### src/rtl/core/rabe_pkg.sv
// ---------------------------------------------------------------------------
// rabe_pkg
// shared types and constants of the register alu and branch executor
// ---------------------------------------------------------------------------
`default_nettype none

package rabe_pkg;

   localparam int NUM_REGS  = 8;
   localparam int REG_WIDTH = 32;
   localparam int ADDR_W    = $clog2(NUM_REGS);

   localparam logic [4:0] CMD_NOP    = 5'd0;
   localparam logic [4:0] CMD_RET    = 5'd1;
   localparam logic [4:0] CMD_ERROR  = 5'd2;
   localparam logic [4:0] CMD_SET    = 5'd3;
   localparam logic [4:0] CMD_INC    = 5'd4;
   localparam logic [4:0] CMD_ADD_RI = 5'd5;
   localparam logic [4:0] CMD_ADD_RR = 5'd6;
   localparam logic [4:0] CMD_SUB_RI = 5'd7;
   localparam logic [4:0] CMD_SUB_RR = 5'd8;
   localparam logic [4:0] CMD_AND_RR = 5'd9;
   localparam logic [4:0] CMD_AND_RI = 5'd10;
   localparam logic [4:0] CMD_OR_RR  = 5'd11;
   localparam logic [4:0] CMD_OR_RI  = 5'd12;
   localparam logic [4:0] CMD_XOR_RR = 5'd13;
   localparam logic [4:0] CMD_XOR_RI = 5'd14;
   localparam logic [4:0] CMD_BEQ_RR = 5'd15;
   localparam logic [4:0] CMD_BEQ_RI = 5'd16;
   localparam logic [4:0] CMD_BEZ    = 5'd17;
   localparam logic [4:0] CMD_BNZ    = 5'd18;
   localparam logic [4:0] CMD_BLT    = 5'd19;
   localparam logic [4:0] CMD_JMP    = 5'd20;

   typedef struct packed {
      logic [4:0]         cmd;
      logic [2:0]         dest_reg;
      logic [2:0]         src_a_reg;
      logic [2:0]         src_b_reg;
      logic signed [31:0] immediate;
      logic [15:0]        target_label;
      logic [2:0]         ret_code;
   } req_type;

   typedef struct packed {
      logic               reg_written;
      logic [2:0]         written_index;
      logic signed [31:0] written_value;
      logic               branch_taken;
      logic [15:0]        branch_target;
      logic               exit_now;
      logic               exit_is_error;
      logic [2:0]         exit_code;
   } rsp_type;

endpackage

`default_nettype wire

### src/rtl/core/rabe_ram.sv
// ---------------------------------------------------------------------------
// rabe_ram
// generic ram, one write port and two registered read ports
// ---------------------------------------------------------------------------
`default_nettype none

module rabe_ram #(
   parameter int WIDTH = 32,
   parameter int DEPTH = 8
) (
   input  wire logic                     clock,
   input  wire logic                     wr_en,
   input  wire logic [$clog2(DEPTH)-1:0] wr_addr,
   input  wire logic [WIDTH-1:0]         wr_data,
   input  wire logic                     rd_en,
   input  wire logic [$clog2(DEPTH)-1:0] rd_addr_a,
   input  wire logic [$clog2(DEPTH)-1:0] rd_addr_b,
   output logic      [WIDTH-1:0]         rd_data_a,
   output logic      [WIDTH-1:0]         rd_data_b
);

   logic [WIDTH-1:0] mem_ff [DEPTH];

   always_ff @(posedge clock) begin
      if (wr_en) begin
         mem_ff[wr_addr] <= wr_data;
      end
      if (rd_en) begin
         rd_data_a <= mem_ff[rd_addr_a];
         rd_data_b <= mem_ff[rd_addr_b];
      end
   end

endmodule

`default_nettype wire

### src/rtl/core/register_alu_branch_executor.sv
// ---------------------------------------------------------------------------
// register_alu_branch_executor
// executes one integer alu or branch instruction per item on a register file
// ---------------------------------------------------------------------------
//  channel | ports                          | direction | payload
//  req     | req_valid req_ready req_data   | in        | rabe_pkg::req_type
//  rsp     | rsp_valid rsp_ready rsp_data   | out       | rabe_pkg::rsp_type
//
//  one item per cycle while rsp is not stalled; a req passes the execute and rsp registers
//  the accept edge loads the execute register and the registered ram read;
//  the execute stage forwards the last write, runs the alu and branch compare
//  and loads the rsp register when it advances
//  reset clears the register file via per-entry valid bits, no sweep needed
//  a stalled rsp holds the execute stage; req_ready drops only when both fill
// ---------------------------------------------------------------------------
`default_nettype none

module register_alu_branch_executor (
   input  wire logic              clock,
   input  wire logic              reset,
   input  wire logic              req_valid,
   output logic                   req_ready,
   input  wire rabe_pkg::req_type req_data,
   output logic                   rsp_valid,
   input  wire logic              rsp_ready,
   output rabe_pkg::rsp_type      rsp_data
);

   localparam int AW = rabe_pkg::ADDR_W;
   localparam int RW = rabe_pkg::REG_WIDTH;

   logic              req_fire;
   logic              ex_advance;

   // execute stage
   logic              ex_valid_ff;
   logic              ex_valid_in;
   rabe_pkg::req_type ex_req_ff;
   logic [2:0]        ex_b_idx_ff;
   logic [2:0]        port_b_idx;

   // register file
   logic [RW-1:0]     ram_a;
   logic [RW-1:0]     ram_b;
   logic [rabe_pkg::NUM_REGS-1:0] reg_valid_ff;
   logic              last_wr_valid_ff;
   logic [AW-1:0]     last_wr_idx_ff;
   logic [RW-1:0]     last_wr_data_ff;

   // result
   logic              rsp_valid_ff;
   logic              rsp_valid_in;
   rabe_pkg::rsp_type rsp_ff;
   rabe_pkg::rsp_type rsp_in;

   logic              wr_en;
   logic [RW-1:0]     wr_val;
   logic [RW-1:0]     op_a;
   logic [RW-1:0]     op_b;
   logic [RW-1:0]     imm_r;
   logic signed [63:0] a_ext;
   logic signed [63:0] imm_ext;
   logic              taken;
   logic              dest_ok;

   function automatic logic [RW-1:0] read_operand(
      input logic [2:0]                    idx,
      input logic [RW-1:0]                 ram_data,
      input logic [rabe_pkg::NUM_REGS-1:0] valid_bits,
      input logic                          lw_valid,
      input logic [AW-1:0]                 lw_idx,
      input logic [RW-1:0]                 lw_data
   );
      logic [RW-1:0] val;
      val = '0;
      if (32'(idx) < rabe_pkg::NUM_REGS) begin
         if (lw_valid && lw_idx == idx[AW-1:0]) begin
            val = lw_data;
         end else if (valid_bits[idx[AW-1:0]]) begin
            val = ram_data;
         end
      end
      return val;
   endfunction

   assign ex_advance = ex_valid_ff && (!rsp_valid_ff || rsp_ready);
   assign req_ready  = !ex_valid_ff || ex_advance;
   assign req_fire   = req_valid && req_ready;

   // increment reads its destination on the second port
   assign port_b_idx = (req_data.cmd == rabe_pkg::CMD_INC) ? req_data.dest_reg
                                                          : req_data.src_b_reg;

   rabe_ram #(
      .WIDTH (RW),
      .DEPTH (rabe_pkg::NUM_REGS)
   ) u_regfile (
      .clock     (clock),
      .wr_en     (wr_en),
      .wr_addr   (ex_req_ff.dest_reg[AW-1:0]),
      .wr_data   (wr_val),
      .rd_en     (req_fire),
      .rd_addr_a (req_data.src_a_reg[AW-1:0]),
      .rd_addr_b (port_b_idx[AW-1:0]),
      .rd_data_a (ram_a),
      .rd_data_b (ram_b)
   );

   always_comb begin
      op_a = read_operand(ex_req_ff.src_a_reg, ram_a, reg_valid_ff,
                          last_wr_valid_ff, last_wr_idx_ff, last_wr_data_ff);
      op_b = read_operand(ex_b_idx_ff, ram_b, reg_valid_ff,
                          last_wr_valid_ff, last_wr_idx_ff, last_wr_data_ff);
   end

   assign imm_r   = RW'(ex_req_ff.immediate);
   assign a_ext   = 64'($signed(op_a));
   assign imm_ext = 64'(ex_req_ff.immediate);
   assign dest_ok = 32'(ex_req_ff.dest_reg) < rabe_pkg::NUM_REGS;

   always_comb begin
      rsp_in = '0;
      wr_val = '0;
      taken  = 1'b0;
      rsp_in.reg_written = 1'b0;
      unique case (ex_req_ff.cmd)
         rabe_pkg::CMD_RET: begin
            rsp_in.exit_now  = 1'b1;
            rsp_in.exit_code = ex_req_ff.ret_code;
         end
         rabe_pkg::CMD_ERROR: begin
            rsp_in.exit_now      = 1'b1;
            rsp_in.exit_is_error = 1'b1;
         end
         rabe_pkg::CMD_SET:    begin wr_val = imm_r;        rsp_in.reg_written = 1'b1; end
         rabe_pkg::CMD_INC:    begin wr_val = op_b + 1'b1;  rsp_in.reg_written = 1'b1; end
         rabe_pkg::CMD_ADD_RI: begin wr_val = op_a + imm_r; rsp_in.reg_written = 1'b1; end
         rabe_pkg::CMD_ADD_RR: begin wr_val = op_a + op_b;  rsp_in.reg_written = 1'b1; end
         rabe_pkg::CMD_SUB_RI: begin wr_val = op_a - imm_r; rsp_in.reg_written = 1'b1; end
         rabe_pkg::CMD_SUB_RR: begin wr_val = op_a - op_b;  rsp_in.reg_written = 1'b1; end
         rabe_pkg::CMD_AND_RR: begin wr_val = op_a & op_b;  rsp_in.reg_written = 1'b1; end
         rabe_pkg::CMD_AND_RI: begin wr_val = op_a & imm_r; rsp_in.reg_written = 1'b1; end
         rabe_pkg::CMD_OR_RR:  begin wr_val = op_a | op_b;  rsp_in.reg_written = 1'b1; end
         rabe_pkg::CMD_OR_RI:  begin wr_val = op_a | imm_r; rsp_in.reg_written = 1'b1; end
         rabe_pkg::CMD_XOR_RR: begin wr_val = op_a ^ op_b;  rsp_in.reg_written = 1'b1; end
         rabe_pkg::CMD_XOR_RI: begin wr_val = op_a ^ imm_r; rsp_in.reg_written = 1'b1; end
         rabe_pkg::CMD_BEQ_RR: taken = (op_a == op_b);
         rabe_pkg::CMD_BEQ_RI: taken = (a_ext == imm_ext);
         rabe_pkg::CMD_BEZ:    taken = (op_a == '0);
         rabe_pkg::CMD_BNZ:    taken = (op_a != '0);
         rabe_pkg::CMD_BLT:    taken = (a_ext < imm_ext);
         rabe_pkg::CMD_JMP:    taken = 1'b1;
         default: ;
      endcase
      if (!dest_ok) begin
         rsp_in.reg_written = 1'b0;
      end
      if (rsp_in.reg_written) begin
         rsp_in.written_index = ex_req_ff.dest_reg;
         rsp_in.written_value = 32'($signed(wr_val));
      end
      rsp_in.branch_taken = taken;
      if (taken) begin
         rsp_in.branch_target = ex_req_ff.target_label;
      end
   end

   assign wr_en = ex_advance && rsp_in.reg_written;

   assign ex_valid_in  = req_fire || (ex_valid_ff && !ex_advance);
   assign rsp_valid_in = ex_advance || (rsp_valid_ff && !rsp_ready);

   always_ff @(posedge clock) begin
      if (reset) begin
         ex_valid_ff      <= 1'b0;
         rsp_valid_ff     <= 1'b0;
         reg_valid_ff     <= '0;
         last_wr_valid_ff <= 1'b0;
      end else begin
         ex_valid_ff  <= ex_valid_in;
         rsp_valid_ff <= rsp_valid_in;
         if (wr_en) begin
            reg_valid_ff[ex_req_ff.dest_reg[AW-1:0]] <= 1'b1;
            last_wr_valid_ff <= 1'b1;
         end
      end
   end

   always_ff @(posedge clock) begin
      if (req_fire) begin
         ex_req_ff   <= req_data;
         ex_b_idx_ff <= port_b_idx;
      end
      if (ex_advance) begin
         rsp_ff <= rsp_in;
      end
      if (wr_en) begin
         last_wr_idx_ff  <= ex_req_ff.dest_reg[AW-1:0];
         last_wr_data_ff <= wr_val;
      end
   end

   assign rsp_valid = rsp_valid_ff;
   assign rsp_data  = rsp_ff;

endmodule

`default_nettype wire
### config.mk
export PLATFORM = sky130hd
export DESIGN_NAME = register_alu_branch_executor
export DESIGN_NICKNAME = d
export VERILOG_FILES = /design/src/rtl/core/rabe_pkg.sv /design/src/rtl/core/rabe_ram.sv /design/src/rtl/core/register_alu_branch_executor.sv
export SDC_FILE = /design/constraint.sdc
export NUM_CORES = 1
export LEC_CHECK = 0
export BUFFER_PORTS_ARGS = -buffer_cell sky130_fd_sc_hd__buf_2
export CAP_MARGIN = 20
export CORE_MARGIN = 5
export CORE_UTILIZATION = 40
export CTS_BUF_LIST = sky130_fd_sc_hd__clkbuf_8 sky130_fd_sc_hd__clkbuf_16
export DETAILED_ROUTE_END_ITERATION = 8
export PLACE_DENSITY = 0.62
export SLEW_MARGIN = 10
export SYNTH_ARGS = -nofsm -noshare
export SYNTH_HDL_FRONTEND = slang
export SYNTH_SLANG_ARGS = --single-unit
### constraint.sdc
create_clock -name clock -period 5.9 [get_ports clock]
set_clock_uncertainty 0.05 [all_clocks]
set_input_delay 0.295 -clock clock [delete_from_list [all_inputs] [get_ports clock]]
set_output_delay 0.295 -clock clock [all_outputs]
set_load 0.01 [all_outputs]
==> results of run 1 <==
cell type report:
class	count	area (um^2)
clock buffer	52	1300
clock inverter	42	340
fill	6674	38200
inverter	104	392
multi-input combinational	2088	14200
sequential	489	14600
tap	959	1200
timing repair buffer	398	2880
cells in the mapped netlist (8+ instances only):
master / count
o21a_1: 16
xor2_1: 43
o21bai_1: 11
and3_1: 25
a41oi_1: 9
nor3_1: 40
clkbuf_1: 125
o22ai_1: 10
nor2b_1: 33
buf_2: 8
a22oi_1: 31
inv_1: 98
mux2i_1: 10
or3_1: 13
a22oi_2: 13
and2_1: 17
nand2b_1: 20
ha_1: 81
a21oi_1: 205
a22o_1: 20
buf_1: 18
maj3_1: 8
o211ai_1: 24
a31oi_1: 18
mux4_2: 66
dfxtp_1: 11
mux2_2: 36
a221oi_1: 28
a222oi_1: 8
nand4_1: 28
o2111ai_1: 11
nand2_1: 421
nor4_1: 11
o31ai_1: 10
nand3_1: 208
edfxtp_1: 478
a21o_1: 43
o21ai_0: 175
nor2_1: 165
a211oi_1: 13
o221ai_1: 25
xnor2_1: 98
flip-flops by register name (all words and copies together) (netlist names):
register             cells
ex_req_ff               30
reg_valid_ff             8
imm_r                   32
rsp_valid                1
ex_valid_ff              1
last_wr_idx_ff           3
ex_b_idx_ff              3
rsp_data                58
u_regfile.rd_data_b     32
u_regfile.mem_ff       256
last_wr_valid_ff         1
last_wr_data_ff         32
u_regfile.rd_data_a     32
power by group:
group	internal [W]	leakage, nW	switching, W	total [W]
Clock	0.00178	0.850	0.00137	0.00316
Combinational	0.000427	8.11	0.000723	0.00115
Sequential	0.00395	4.69	0.0000759	0.00402
layer usage:
metal	track usage, %	vias up
met2	43.2	1263
met4	10.3	0
li1	-	11300
met5	0	-
met1	34.7	12500
met3	3.73	301
stage by stage:
stage | power (W) | setup TNS [ns] | utilization (%)
finish | 0.00833 | 0 | 47.7
global route | 0.00862 | -0.0161 | 47.7
CTS | 0.00836 | 0 | 47.4
detailed placement | 0.00516 | -0.975 | 44.3
global placement | 0.00514 | -1.14 | 44.3
floorplan | 0.00472 | 0 | -
kinds of logic (layout without fill, tap and decap cells):
kind of cell | after synthesis | after routing | synth area share (%)
flops | 489 | 489 | 49.4
xor+xnor | 141 | 141 | 4.19
buf+inv | 262 | 596 | 3.50
fa+ha+maj | 93 | 93 | 3.92
compound gates | 725 | 726 | 16.4
mux | 116 | 116 | 6.91
simple gates | 1012 | 1012 | 15.6
worst max-delay path by stage:
stage | to | slack (ns) | cells after the start
final | rsp_data[52] | 0.17 | 20
after global placement | u_regfile.mem_ff[2][30] | -0.07 | 23
after CTS | u_regfile.mem_ff[1][30] | 0.01 | 23
after global routing | rsp_data[52] | -0.02 | 22
after detailed placement | u_regfile.mem_ff[2][30] | -0.06 | 23
after floorplan | u_regfile.mem_ff[2][0] | 0.15 | 5
timing repair:
action | 4_1_cts | 5_1_grt
cloned | 0 | 1
buffers inserted | 0 | 4
endpoints found under the hold margin | 70 | 0
pin swaps | 1 | 9
hold buffers | 64 | 0
endpoints found under the setup margin | 27 | 146
gates resized for setup | 5 | 36
==> results.json, run 1 <==
{
  "cts_max_level": 2,
  "worstMarginPinSlew_ns": 1.14,
  "synth-warning-count": 0,
  "synthCells": 2838,
  "clockBufferDepth": 3,
  "clkSinkCount": 489,
  "initial_core_util_pct": 40.3,
  "crit_fanout": 22,
  "yosys_most_used_dff": "edfxtp_1",
  "synth.yosys.seq_area_share_pct": 49.4,
  "antenna-diode-count": 0,
  "fp.dieArea_mm2": 0.0792,
  "syn_area_per_cell_um2": 10.4,
  "startpoint": "ex_b_idx_ff[1]",
  "crit_type": "flip-flop to flip-flop",
  "finalHoldViolations": 0,
  "grt_usage_pct": 26.0,
  "top_layer": "met4",
  "r2r_setup_slack_ns": 0.17,
  "die_h_um": 281,
  "rr_startpoint": "ex_b_idx_ff[1]",
  "cts_buffers": 52,
  "final_common_cell": "edfxtp_1",
  "dp_hpwl_mm": 75.7,
  "core_area_mm2": 0.0731,
  "antenna_left": 0,
  "setup_slack_ns": 0.173,
  "fp-row-count": 99,
  "cp-start-kind": "flip-flop",
  "via_per_inst": 6.13,
  "dr_wl_met3_mm": 8.61,
  "status": "finished clean",
  "drc": 0,
  "overflow": 0,
  "wl_per_cell_um": 25.8,
  "path_cells": "mux2_1 -> mux4_2 -> buf_12 -> a22oi_2 -> buf_4 -> xnor2_1 -> ha_1 -> a21o_1 -> a221oi_4 -> maj3_2 -> o311ai_1 -> o2111ai_1 -> a31oi_1 -> o21a_1 -> o2111ai_2 -> a211oi_1 -> buf_4 -> o21ai_1 -> buf_4 -> a31o_1",
  "grt_pass1_vias": 24900,
  "yosys.area.top_type": "edfxtp_1",
  "path_delay_family": "compound AO/OA/AOI/OAI gates",
  "dp_slack_ns": -0.0566,
  "fin_area_mm2": 0.0349,
  "dpl-instance-area_mm2": 0.0324,
  "netlist_area_mm2": 0.0295,
  "period_needed_ns": 5.73,
  "min_to": "ex_req_ff[55]",
  "drv_cap": 0,
  "powerDensity_mw_per_mm2": 239,
  "grt_first_pass_wirelength_mm": 157,
  "dr.first_iter.drc_count": 2862,
  "clk_pin_slew_ns": 0.07,
  "hold_path_class": "primary input to flip-flop",
  "fin_cells": 4132,
  "drv_slew": 0,
  "timing.fmax_ghz": 0.175,
  "path_common_cell": "buf_4",
  "finalSetupViolCount": 0,
  "dp_cells": 3967,
  "synthToLayoutAreaGrowth_pct": 18.4,
  "post-route-period-util_pct": 97.1,
  "worst_path_max_delay_cell": "mux4_2",
  "pin_count": 129,
  "drive_gt1_share_pct": 19.3,
  "nets": 3285,
  "routabilityCongestion": 1.02,
  "placement.io_buffers": 128,
  "vias": 25300,
  "grt_start_max_net_pins": 102,
  "worstHoldPathCells": 1,
  "r2r_cells": 20,
  "synthDistinctLibCells": 90,
  "drt-total-wl_mm": 107,
  "dr.pass1.iters": 6,
  "syn-num-nets": 2990,
  "wl_met2_mm": 49.7,
  "cts_tree": "yes",
  "cp.required_ns": 6.23,
  "slowest_delay_ns": 0.52,
  "p_leak_nw": 13.7,
  "slew_headroom_pct": 24.1,
  "cts-root-buf": "clkbuf_16",
  "synth-seq-cells": 489,
  "yosys.area.top_type_share_pct": 48.7,
  "die_x_um": 281,
  "antenna_found_initial": 1,
  "cp-end-kind": "flip-flop",
  "min_from": "req_data[55]",
  "ir_worst_vdd_v": 0.000216,
  "netlist_top_cells_area": "edfxtp_1, nand2_1, mux4_2",
  "r2r_end": "rsp_data[52]",
  "hold-worst-slack_ns": 0.0878,
  "cp.arrival_ns": 6.05,
  "final_cell_mix": "edfxtp_1, nand2_1, nand3_1",
  "synth_edf_count": 478,
  "critPathBufInv": 4,
  "ys_async_sr_fraction_pct": 0,
  "m1WireLength_mm": 43.1,
  "clk_latency_ns": 0.63
}
(Power assumes the default switching activity.)
==> inputs of run 2 (changes only) <==
Settings changed: CORE_UTILIZATION 40 to 45, PLACE_DENSITY 0.62 to 0.68.
==> run 2 against run 1 <==
Net effect: global-route usage increased by 2.5 points; fmax decreased by 1.8%; wire length decreased by 2.3%; critical path type unchanged; highest routed layer unchanged.
==> results.json, run 2 (same netlist as run 1, synthesis figures left out) <==
{
  "grt_usage_pct": 28.5,
  "drv_slew": 0,
  "worstMarginPinSlew_ns": 1.10,
  "synthToLayoutAreaGrowth_pct": 18.8,
  "clk_latency_ns": 0.62,
  "top_register": "u_regfile.mem_ff",
  "nets": 3307,
  "path_cells": "mux2_1 -> mux4_2 -> buf_4 -> a22o_2 -> buf_4 -> ha_1 -> a21o_1 -> a21oi_1 -> o21ai_0 -> a21oi_1 -> o21bai_1 -> a21oi_2 -> o31ai_1 -> buf_4 -> a41o_1 -> o2111ai_4 -> nand2_2 -> a311oi_4 -> xnor2_1 -> a22oi_1 -> nand4_1 -> buf_4",
  "cp-start-kind": "flip-flop",
  "core_area_mm2": 0.0647,
  "slew_headroom_pct": 26.8,
  "antenna_left": 0,
  "die_h_um": 266,
  "powerDensity_mw_per_mm2": 242,
  "cp.arrival_ns": 6.14,
  "drc": 0,
  "grt_start_max_net_pins": 69,
  "wl_per_cell_um": 25.7,
  "finalSetupViolCount": 0,
  "critPathBufInv": 4,
  "cts-root-buf": "clkbuf_16",
  "pin_count": 129,
  "cts_tree": "yes",
  "grt_first_pass_wirelength_mm": 154,
  "timing.fmax_ghz": 0.171,
  "post-route-period-util_pct": 98.9,
  "largest_reg_flops": 256,
  "setup_tns_ns": 0,
  "initial_core_util_pct": 45.6,
  "clockBufferDepth": 3,
  "cts_buffers": 51,
  "routabilityCongestion": 1.00,
  "drv_cap": 0,
  "drt-total-wl_mm": 104,
  "cp-end-kind": "flip-flop",
  "dp_cells": 3883,
  "dp_hpwl_mm": 74.5,
  "path_delay_family": "compound AO/OA/AOI/OAI gates",
  "period_needed_ns": 5.83,
  "clk_pin_slew_ns": 0.06,
  "overflow": 0,
  "status": "finished clean",
  "dr.first_iter.drc_count": 2708,
  "vias": 25300,
  "fin_cells": 4051,
  "crit_type": "flip-flop to flip-flop",
  "path_common_cell": "buf_4",
  "antenna_found_initial": 1,
  "dr.pass1.iters": 6,
  "die_x_um": 266,
  "slowest_delay_ns": 0.52,
  "final_common_cell": "edfxtp_1",
  "worst_path_max_delay_cell": "mux4_2",
  "cts_max_level": 2,
  "drive_gt1_share_pct": 20.0,
  "fp-row-count": 93,
  "cp.required_ns": 6.20,
  "placement.io_buffers": 128,
  "fp.dieArea_mm2": 0.0707,
  "final_cell_mix": "edfxtp_1, nand2_1, buf_4",
  "ir_worst_vdd_v": 0.000184,
  "finalHoldViolations": 0,
  "crit_fanout": 9,
  "grt_pass1_vias": 24800,
  "clkSinkCount": 489,
  "via_per_inst": 6.24,
  "p_leak_nw": 13.8,
  "hold_path_class": "primary input to flip-flop"
}
-- run 2: changes by cell type in the layout (fill, tap and decap cells not counted), sizes merged --
| cell | change |
|---|---|
| clkinv | +1 |
| a31o | -1 |
| inv | -8 |
| buf | +23 |
| clkbuf | -2 |
| clkinvlp | +3 |
| diode | +1 |
| bufinv | +4 |
| dlygate4sd3 | +2 |
-- run 2: metrics by stage --
stage          total power, W  util, %  setup WS [ns]  hold WS [ns]  instance area [um^2]
3_5_place_dp          0.00516     50.0         -0.105         0.423                 32400
5_1_grt               0.00876     54.1        -0.0505         0.302                 35000
6_report              0.00849     54.1         0.0651         0.241                 35000
2_1_floorplan         0.00472        -          0.147         0.317                 29500
3_3_place_gp          0.00514     50.0        -0.0416         0.421                 32400
4_1_cts               0.00851     53.8        0.00232         0.268                 34800
-- run 2: report_power, final --
group / leakage [nW] / switching [W] / internal, W / total [W]
clock: 0.862 / 0.00140 / 0.00193 / 0.00333
sequential: 4.69 / 0.0000763 / 0.00395 / 0.00402
combinational: 8.23 / 0.000712 / 0.000426 / 0.00114
-- run 2: area by class of cell --
type | instances | area [um^2]
multi-input combinational | 2087 | 14200
clock buffer | 51 | 1280
clock inverter | 42 | 459
inverter | 104 | 392
fill | 5588 | 29700
timing repair buffer | 422 | 3060
sequential | 489 | 14600
antenna | 1 | 2.50
tap | 855 | 1070
-- run 2: worst paths after layout --
| kind | cells after the start | to | from | slack, ns |
|---|---|---|---|---|
| hold / removal | 1 | ex_req_ff[54] | req_data[54] | 0.24 |
| setup reg to reg | 22 | last_wr_data_ff[31] | ex_req_ff[56] | 0.07 |
| setup / recovery | 22 | last_wr_data_ff[31] | ex_req_ff[56] | 0.07 |
| hold reg to reg | 2 | reg_valid_ff[0] | reg_valid_ff[0] | 0.46 |
-- run 2: what timing repair did --
item                                    4_1_cts  5_1_grt
endpoints found under the setup margin       45      152
resized for setup                             7       36
pin swaps                                     1       10
cloned                                        0        1
hold endpoints to repair                     71        0
hold buffers                                 66        0
setup buffers                                 1        3
-- run 2: metal layers --
layer	track usage [%]	up-vias	routed length (um)
met4	12.6	0	5400
met3	4.09	313	8730
met2	48.1	1350	49700
met1	36.6	12300	40400
li1	-	11300	-
met5	0	-	0
